`config.mk`:
```
export PLATFORM = sky130hd
export DESIGN_NAME = ctb_ctrl
export DESIGN_NICKNAME = d
export VERILOG_FILES = /design/src/ctb_pkg.sv /design/src/ctb_ctrl.sv
export SDC_FILE = /design/constraint.sdc
export NUM_CORES = 1
export LEC_CHECK = 0
export BUFFER_PORTS_ARGS = -buffer_cell sky130_fd_sc_hd__buf_2
export CAP_MARGIN = 20
export CORE_AREA = 2 2 39 41
export CTS_CLUSTER_SIZE = 20
export DETAILED_ROUTE_END_ITERATION = 10
export DIE_AREA = 0 0 41 43
export PLACE_DENSITY = 0.75
export SKIP_LAST_GASP = 1
export SYNTH_ARGS = -nofsm -noshare
export SYNTH_HDL_FRONTEND = slang
export SYNTH_SLANG_ARGS = --single-unit
```
`constraint.sdc`:
```
create_clock -name clk -period 1.1 [get_ports clk]
set_input_delay 0.11 -clock clk [delete_from_list [all_inputs] [get_ports clk]]
set_output_delay 0.11 -clock clk [all_outputs]
set_load 0.02 [all_outputs]
```
`src/ctb_pkg.sv`:
```
// shared constants, types and command/status structs for the cartesian tree builder
package ctb_pkg;

  localparam int MAX_NODES = 64;
  localparam int IDX_W     = $clog2(MAX_NODES);
  localparam int LBL_W     = 7;
  localparam int DATA_W    = 32;

  typedef enum logic [4:0] {
    ST_LOAD,
    ST_SORT_I,
    ST_SORT_IK,
    ST_SORT_J,
    ST_SORT_W,
    ST_CLEAR,
    ST_B0,
    ST_B0P,
    ST_BK,
    ST_BKP,
    ST_WALK,
    ST_UP,
    ST_RIGHT,
    ST_RIGHT2,
    ST_LEFT,
    ST_NEXT,
    ST_EM_RD,
    ST_EM_LD,
    ST_EM_WAIT
  } state_t;

  typedef struct packed {
    state_t op;
  } cmd_t;

  typedef struct packed {
    logic in_last;
    logic j_end;
    logic i_end;
    logic k_end;
    logic single;
    logic walk_up;
    logic attach_right;
    logic r_nonzero;
    logic out_taken;
  } status_t;

endpackage

```
`src/ctb_ctrl.sv`:
```
// sequencer for load, rank sort, rightmost-path build and result emission
module ctb_ctrl (
  input  logic             clk,
  input  logic             rst,
  input  ctb_pkg::status_t status,
  output ctb_pkg::cmd_t    cmd
);

  ctb_pkg::state_t state, state_next;

  always_ff @(posedge clk) begin
    if (rst) begin
      state <= ctb_pkg::ST_LOAD;
    end else begin
      state <= state_next;
    end
  end

  always_comb begin
    state_next = state;
    cmd.op = state;
    case (state)
      ctb_pkg::ST_LOAD:    if (status.in_last) state_next = ctb_pkg::ST_SORT_I;
      ctb_pkg::ST_SORT_I:  state_next = ctb_pkg::ST_SORT_IK;
      ctb_pkg::ST_SORT_IK: state_next = ctb_pkg::ST_SORT_J;
      ctb_pkg::ST_SORT_J:  if (status.j_end) state_next = ctb_pkg::ST_SORT_W;
      ctb_pkg::ST_SORT_W:  state_next = status.i_end ? ctb_pkg::ST_CLEAR : ctb_pkg::ST_SORT_I;
      ctb_pkg::ST_CLEAR:   if (status.j_end) state_next = ctb_pkg::ST_B0;
      ctb_pkg::ST_B0:      state_next = ctb_pkg::ST_B0P;
      ctb_pkg::ST_B0P:     state_next = status.single ? ctb_pkg::ST_EM_RD : ctb_pkg::ST_BK;
      ctb_pkg::ST_BK:      state_next = ctb_pkg::ST_BKP;
      ctb_pkg::ST_BKP:     state_next = ctb_pkg::ST_WALK;
      ctb_pkg::ST_WALK: begin
        if (status.walk_up) state_next = ctb_pkg::ST_UP;
        else if (status.attach_right) state_next = ctb_pkg::ST_RIGHT;
        else state_next = ctb_pkg::ST_LEFT;
      end
      ctb_pkg::ST_UP:      state_next = ctb_pkg::ST_WALK;
      ctb_pkg::ST_RIGHT:   state_next = status.r_nonzero ? ctb_pkg::ST_RIGHT2 : ctb_pkg::ST_NEXT;
      ctb_pkg::ST_RIGHT2:  state_next = ctb_pkg::ST_NEXT;
      ctb_pkg::ST_LEFT:    state_next = ctb_pkg::ST_NEXT;
      ctb_pkg::ST_NEXT:    state_next = status.k_end ? ctb_pkg::ST_EM_RD : ctb_pkg::ST_BK;
      ctb_pkg::ST_EM_RD:   state_next = ctb_pkg::ST_EM_LD;
      ctb_pkg::ST_EM_LD:   state_next = ctb_pkg::ST_EM_WAIT;
      ctb_pkg::ST_EM_WAIT: begin
        if (status.out_taken) begin
          state_next = status.k_end ? ctb_pkg::ST_LOAD : ctb_pkg::ST_EM_RD;
        end
      end
      default:             state_next = ctb_pkg::ST_LOAD;
    endcase
  end

endmodule

```
==> results by group, run 1 <==
Run status
  – Outcome: finished, violations left
  – Failing checks: negative setup slack

Synth
  – Sequential fraction of the synthesis area: 0.181
  – Post-synthesis cell count: between 60 and 70
  – Syn Std Cell Area: approximately 550 um2
  – Seq cells post-synth: 5
  – Syn_area_per_cell: 8.01 um2
  – Asr flop ratio synth: 0
  – YS warnings: 0
  – Top post-synthesis cells by count: a21oi_1, dfxtp_1, nand2_1, nand2b_1, nor2_1
  – Dominant synthesized flop cell: dfxtp_1
  – Post-synth top area cell: dfxtp_1
  – Share of the synthesized area in the top cell type: 0.181
  – Syn_nets: 80
  – Top area cells in the synthesized netlist: dfxtp_1, buf_6, nor4b_2
  – Post-synth cell types: 36
  – Number of synthesized flops with an enable pin: 0

Timing
  – Max-slew violations: 0
  – Final period util: 1.17
  – RSZ-0062 raised after global routing: true
  – Final Worst Setup Slack: -0.186 ns
  – Hold slack: about 0.075 ns
  – Final Hold Vio Count: 0
  – Crit path time final: 1.29 ns
  – Highest Clock Rate: between 700 and 800 MHz
  – Final setup fails: 6
  – Relative slew slack: 0.749
  – Worst clock skew: between 0.009 and 0.01 ns
  – Slew @ Worst Pin: around 0.38 ns

Layout
  – Fin cells: 130
  – FILL cells: approximately 100
  – Largest register FFs: 5
  – Syn-to-layout area delta: 79.6%
  – Final Cell Area: 993 um2
  – Share of post-route cells with drive strength above 1: 0.632
  – ANT cells: 0
  – Nets: 126

Placement
  – PortBufs: 15
  – Setup Slack @ Placement: -0.146 ns
  – RD Place Congestion: around 0.71
  – Dpl cells: between 100 and 150
  – Hpwl dp: 927 um
  – Placed Instance Area: between 600 and 700 um2

Floorplanning
  – Initial Utilization: 0.400
  – Die X: approximately 40 um
  – Die height: around 43 um
  – I/O Pins: 16
  – Site row count: 14
  – Core ar.: between 1000 and 1500 um2
  – Die ar.: ~1800 um2

Worst setup path
  – Crit Path Max Fanout: 8
  – CP endpoint: cmd[4]
  – R2R setup slack: -0.19 ns
  – Cell depth of the worst setup path: 5
  – CP startpoint: cmd[0]
  – Slowest stage delay, CP: about 0.40 ns
  – R2R Path End: cmd[4]
  – Bufs and invs on worst path: 1
  – Crit Reg-Reg Startpoint: cmd[0]
  – Worst path slowest cell: dfxtp_4
  – CP Capture Type: register
  – CP Launch Type: register
  – WP data arrival: between 1 and 1.5 ns
  – Crit Path Class: register to register
  – Crit path required time: between 1 and 1.5 ns
  – CP top delay family: compound AO/OA/AOI/OAI gates
  – Critical-path cell list: buf_6 -> nand3_2 -> o32a_1 -> a2bb2oi_2 -> o21ai_1
  – Worst reg2reg path depth: 5

Routing
  – Router iterations before antenna repair: 4
  – WL final: between 2000 and 2500 um
  – Wire per inst: approximately 17 um
  – DRC: 0
  – Drt via density: 5.81
  – DR iter-0 viols: 34
  – Via count: approximately 760
  – Post-route ant nets: 0

GRT
  – Number of global-route vias before repair: approximately 680
  – GRT Total Usage: 0.254
  – Largest net degree at the start of global routing: 16
  – Total gr overflow: 0
  – Initial antenna violation count: 0
  – First-pass GRT wire length: between 3000 and 4000 um

Power and ir drop
  – Cell area power density: about 1800 nW/um2
  – Leakage power: between 0.4 and 0.5 nW
  – Worst vdd ir: between 1 and 1.5 mV
  – Final Power: roughly 1.8 mW

CTS
  – Clock sinks: 5
  – Root Driver: clkbuf_4
  – Clock Latency Late Sink: ~0.25 ns
  – Clk buf depth: 2
  – H-tree Lvls: 1
  – CTS Hold Buffers Added: 0
  – CTS Buf Count: 3
  – CTS tree: built
  – Worst-path clk slew: around 0.050 ns

Flow run
  – Max_cap viols: 0

Hold path
  – HP Class: input pin to register
-- cell families after synthesis --
| logic type | count (synthesis) | synth area share |
|---|---|---|
| flops | 5 | 0.181 |
| xor+xnor | 1 | 0.0158 |
| compound gates | 24 | 0.308 |
| simple gates | 30 | 0.382 |
| buf+inv | 9 | 0.113 |
-- worst register-to-register path, cell delays in order, from the launching register on --
cell	delay [ns]
dfxtp_4	0.40
buf_6	0.14
nand3_2	0.07
o32a_1	0.32
a2bb2oi_2	0.16
o21ai_1	0.12
-- layout by cell type (no fill, tap or decap), drive strengths merged --
cell type / count
a211oi: 1
a21oi: 5
a222oi: 1
a2bb2oi: 1
and3b: 2
buf: 47
clkbuf: 4
dfxtp: 5
inv: 3
nand2: 4
nand2b: 4
nand3: 2
nand3b: 1
nand4: 1
nor2: 4
nor2b: 2
nor3: 4
nor3b: 2
nor4b: 2
o2111ai: 1
o211ai: 1
o21a: 1
o21ai: 6
o21bai: 1
o22a: 2
o22ai: 2
o32a: 1
o32ai: 1
or2: 1
or3b: 1
xor2: 1
-- metal layers --
metal,vias up,wire (um),global-route usage
li1,349,-,-
met1,368,895,0.317
met2,34,1200,0.409
met3,4,132,0.0785
met4,0,23,0.0533
met5,-,0,0
-- through the flow --
step | util | TNS [ns]
finish | 0.718 | -0.762
global placement | 0.493 | -0.520
detailed placement | 0.493 | -0.483
global route | 0.718 | -1.14
floorplan | - | -0.164
CTS | 0.637 | -0.644
-- timing repair --
item,in CTS,in global routing
resized for setup,15,17
pin swaps,10,7
endpoints found under the setup margin,4,7
setup buffers,17,7
-- layout make-up --
type                    count  area [um2]  area share
clock buffers               4        26.3      0.0264
flip-flops and latches      5         119       0.120
inverters                   3        11.3      0.0113
repair buffers             47         362       0.364
multi-input cells          55         455       0.458
well taps                  16        20.0      0.0202
-- worst min path at each step --
stage | depth (start not counted) | slack (ns) | endpoint | start
floorplan | 1 | 0.17 | cmd[2] | rst
global placement | 2 | 0.32 | cmd[2] | rst
detailed placement | 2 | 0.33 | cmd[2] | rst
CTS | 2 | 0.07 | cmd[2] | rst
global route | 2 | 0.08 | cmd[2] | rst
finish | 2 | 0.08 | cmd[2] | rst
-- where the power goes --
part / switching [mW] / internal, mW / leakage, nW
Clock: 0.0826 / 0.138 / 0.0150
Combinational: 0.569 / 0.710 / 0.426
Sequential: 0.0905 / 0.241 / 0.0444
Total: 0.742 / 1.09 / 0.485
(Power assumes the default switching activity.)
==> run 2: changes to the inputs <==
PLACE_DENSITY = 0.72   (was 0.75)
clock period = 1.4 ns   (was 1.1 ns; I/O delays follow)
==> run 2 against run 1 <==
The flow now finishes without violations. Global-route usage fell by 6.6 points. Sequential share of layout area rose by 2.0 points. Non-clock buffer count fell by 20. Via count fell by 19%. Die area did not move. Combinational power fell by 55%. Critical path depth did not move. Critical endpoint is now cmd[0]. Largest cell class unchanged. Highest routed layer unchanged.
==> results by group, run 2 (synthesized netlist as in run 1, its figures left out) <==
Routing
  – WL final: 1430 um
  – DRC: 0
  – Via count: just over 600
  – Router iterations before antenna repair: 4
  – Post-route ant nets: 0
  – Drt via density: 5.54
  – Wire per inst: about 13 um
  – DR iter-0 viols: 9

Timing
  – Worst clock skew: 0.0120 ns
  – Hold slack: between 0.09 and 0.1 ns
  – Final Worst Setup Slack: about 0.07 ns
  – Final setup fails: 0
  – Highest Clock Rate: about 750 MHz
  – RSZ-0062 raised after global routing: false
  – Max-slew violations: 0
  – Final Hold Vio Count: 0
  – Relative slew slack: 0.781
  – Final period util: 0.951
  – Slew @ Worst Pin: ~0.33 ns
  – Crit path time final: ~1.3 ns

Layout
  – Most common cell after layout, fill and taps aside: buf_2
  – FILL cells: around 130
  – Syn-to-layout area delta: 34.2%
  – ANT cells: 0
  – Nets: ~110
  – Largest register FFs: 5
  – Share of post-route cells with drive strength above 1: 0.447
  – Most frequent cells in the layout: buf_2, buf_4, a21oi_1

GRT
  – Number of global-route vias before repair: about 520
  – Initial antenna violation count: 0
  – Largest net degree at the start of global routing: 15
  – Total gr overflow: 0
  – First-pass GRT wire length: 2150 um
  – GRT Total Usage: 0.188

Power and ir drop
  – Cell area power density: around 1400 nW/um2
  – Worst vdd ir: ~0.64 mV
  – Leakage power: 0.361 nW
  – Final Power: about 1.0 mW

Floorplanning
  – Die ar.: about 1800 um2
  – Site row count: 14
  – Die X: around 40 um
  – I/O Pins: 16
  – Die height: about 43 um
  – Core ar.: roughly 1400 um2
  – Initial Utilization: 0.400

Worst setup path
  – R2R setup slack: 0.07 ns
  – CP Capture Type: register
  – Crit Path Class: register to register
  – CP Launch Type: register
  – WP data arrival: 1.49 ns
  – Crit Path Max Fanout: 10
  – Crit path required time: between 1.5 and 2 ns

CTS
  – CTS Hold Buffers Added: 0
  – Worst-path clk slew: roughly 0.050 ns
  – H-tree Lvls: 1
  – CTS tree: built
  – Root Driver: clkbuf_4
  – Clock Latency Late Sink: about 0.26 ns
  – CTS Buf Count: 3
  – Clk buf depth: 2
  – Clock sinks: 5

Placement
  – Setup Slack @ Placement: -0.00114 ns
  – Hpwl dp: roughly 1100 um
  – PortBufs: 15
  – RD Place Congestion: about 0.94

Run status
  – Outcome: complete, no violations

Hold path
  – HP Class: input pin to register

Flow run
  – Max_cap viols: 0
run 2: cell count changes in the layout (fill, tap and decap cells not counted), moves of 3 or more:
cell | previous run | this run
buf_4 | 23 | 12
buf_6 | 11 | 0
dfxtp_2 | 0 | 3
dfxtp_4 | 5 | 0
run 2: area by class of cell:
type | count | area (um2) | share of cell area
clock buffer | 4 | 26.3 | 0.0354
timing repair buffer | 27 | 165 | 0.223
inverter | 3 | 11.3 | 0.0152
sequential | 5 | 104 | 0.140
tap | 16 | 20.0 | 0.0270
multi-input combinational | 55 | 415 | 0.560
run 2: metal layers:
metal,GRT usage,wire length (um)
met4,0.167,61
met3,0.0524,72
met1,0.225,626
met5,0,0
met2,0.256,674
run 2: report_power, final:
| part | total, mW | internal (mW) | switching, mW | leakage [nW] |
|---|---|---|---|---|
| registers | 0.279 | 0.181 | 0.0982 | 0.0419 |
| logic | 0.576 | 0.292 | 0.284 | 0.304 |
| clock network | 0.175 | 0.108 | 0.0669 | 0.0150 |
| total | 1.03 | 0.581 | 0.449 | 0.361 |
run 2: stage by stage:
stage / TNS [ns] / std cells / instance area (um2) / util
finish: 0 / 110 / 742 / 0.536
global route: 0 / 110 / 742 / 0.536
CTS: 0 / 110 / 714 / 0.516
detailed placement: -0.00114 / 106 / 687 / 0.496
global placement: -0.0245 / 106 / 687 / 0.496
floorplan: 0 / 69 / 553 / -
run 2: worst paths after layout:
kind	from	endpoint	depth (start not counted)
setup / recovery	cmd[2]	cmd[0]	5
hold reg to reg	cmd[4]	cmd[3]	2
setup reg to reg	cmd[2]	cmd[0]	5
hold / removal	rst	cmd[2]	2
run 2: what timing repair did:
| action | in CTS | in global routing |
|---|---|---|
| setup endpoints to repair | 2 | 4 |
| setup buffers | 0 | 0 |
| gates resized for setup | 1 | 6 |
| pin swaps | 0 | 2 |
| hold endpoints to repair | 0 | 0 |
run 2: worst max-delay path, cell delays in order, from the launching register on:
cell	delay [ns]
dfxtp_1	0.35
buf_4	0.19
o21a_1	0.17
o22a_1	0.20
o22a_1	0.19
o22ai_1	0.13
==> run 3: changes to the inputs <==
HOLD_SLACK_MARGIN = 0.03   (was not set)
SETUP_SLACK_MARGIN = 0.1   (was not set)
==> run 3 against run 2 <==
Maximum frequency grew 6.3%. Critical path depth fell by 1. Cell count shrank 5.5%. Wire length is 7.3% lower. Sequential cell count did not move. Die area did not move. Final area shrank 3.5%. Core utilization is 1.9 points lower. Worst hold slack got worse by 0.010 ns. Combinational power is 23% lower. Sequential share of layout area increased by 2.6 points. Global-route usage shrank 2.1 points.
==> results by group, run 3 (synthesized netlist as in run 1, its figures left out) <==
Layout
  – Most frequent cells in the layout: buf_2, buf_4, dfxtp_4
  – Largest register FFs: 5
  – Most common cell after layout, fill and taps aside: buf_2
  – Nets: 100
  – ANT cells: 0
  – Fin cells: 104
  – Final Cell Area: 716 um2
  – Syn-to-layout area delta: 29.4%
  – Share of post-route cells with drive strength above 1: 0.455

CTS
  – H-tree Lvls: 1
  – Clk buf depth: 2
  – Worst-path clk slew: around 0.050 ns
  – CTS Hold Buffers Added: 0
  – Clock Latency Late Sink: about 0.25 ns
  – CTS Buf Count: 3
  – CTS tree: built
  – Root Driver: clkbuf_4
  – Clock sinks: 5

Timing
  – Slew @ Worst Pin: about 0.27 ns
  – RSZ-0062 raised after global routing: true
  – Worst clock skew: 0.00738 ns
  – Hold slack: roughly 0.085 ns
  – Total negative slack: 0 ns
  – Crit path time final: approximately 1.3 ns
  – Relative slew slack: 0.823
  – Final period util: 0.894
  – Max-slew violations: 0
  – Final Hold Vio Count: 0
  – Highest Clock Rate: 799 MHz
  – Final Worst Setup Slack: 0.148 ns
  – Final setup fails: 0

Floorplanning
  – Site row count: 14
  – I/O Pins: 16
  – Core ar.: ~1400 um2
  – Die X: a little over 40 um
  – Initial Utilization: 0.400
  – Die height: between 40 and 50 um
  – Die ar.: between 1500 and 2000 um2

Hold path
  – Hold path startpoint: rst
  – HP Class: input pin to register

Placement
  – Dpl cells: 99
  – Placed Instance Area: between 600 and 700 um2
  – PortBufs: 15
  – RD Place Congestion: 0.815
  – Setup Slack @ Placement: -0.0230 ns
  – Hpwl dp: 924 um

GRT
  – First-pass GRT wire length: between 1500 and 2000 um
  – Number of global-route vias before repair: between 400 and 500
  – Initial antenna violation count: 0
  – Total gr overflow: 0
  – GRT Total Usage: 0.167
  – Largest net degree at the start of global routing: 21

Power and ir drop
  – Leakage power: 0.336 nW
  – Worst vdd ir: a little under 0.7 mV
  – Cell area power density: 1330 nW/um2

Routing
  – Post-route ant nets: 0
  – DRC: 0
  – Via count: 555
  – Router iterations before antenna repair: 4
  – Drt via density: approximately 5.3
  – DR iter-0 viols: 10
  – WL final: ~1300 um
  – Wire per inst: approximately 13 um

Run status
  – Outcome: complete, no violations

Worst setup path
  – CP Launch Type: register
  – Crit path required time: about 1.6 ns
  – Crit Path Class: register to register
  – CP Capture Type: register
  – Crit Path Max Fanout: 14
  – CP startpoint: cmd[2]
  – WP data arrival: around 1.4 ns
  – Crit Reg-Reg Startpoint: cmd[2]

Flow run
  – Max_cap viols: 0
==> run 3: timing repair <==
action	CTS	global route
buffers inserted	1	0
resized for setup	4	8
pin swaps	1	0
setup endpoints to repair	5	4
==> run 3: report_power, final <==
group | internal, mW | leakage (nW) | total (mW) | switching (mW)
Sequential | 0.190 | 0.0444 | 0.336 | 0.145
Clock | 0.104 | 0.0177 | 0.170 | 0.0659
Combinational | 0.231 | 0.274 | 0.445 | 0.214
==> run 3: stage by stage <==
stage,util,power [mW]
4_1_cts,0.496,0.916
6_report,0.517,0.950
5_1_grt,0.517,1.04
2_1_floorplan,-,0.625
3_5_place_dp,0.461,0.723
3_3_place_gp,0.461,0.715
==> run 3: final cells by class <==
class	instances	area [um2]
fillers	147	668
multi-input cells	55	418
repair buffers	21	120
flip-flops and latches	5	119
clock buffers	3	22.5
well taps	16	20.0
inverters	3	11.3
clock inverters	1	5.00
==> run 3: worst max-delay path, stage by stage (launching register included) <==
cell and delay (ns):
dfxtp_4 0.39, nand2b_1 0.21, a211oi_2 0.26, o211ai_2 0.15
o21bai_1 0.15
==> run 3: final timing paths <==
| kind | cells after the start | endpoint | slack (ns) |
|---|---|---|---|
| worst max-delay path | 4 | cmd[1] | 0.15 |
| worst min-delay path | 2 | cmd[2] | 0.08 |
| worst max register to register | 4 | cmd[1] | 0.15 |
| worst min register to register | 2 | cmd[2] | 0.57 |
==> run 3: per-layer routing <==
metal | vias to the layer above | track usage | part of all wire
met5 | - | 0 | 0
met4 | 0 | 0 | 0
met3 | 0 | 0.0942 | 0.050
met2 | 10 | 0.231 | 0.48
met1 | 251 | 0.238 | 0.47
li1 | 294 | - | -
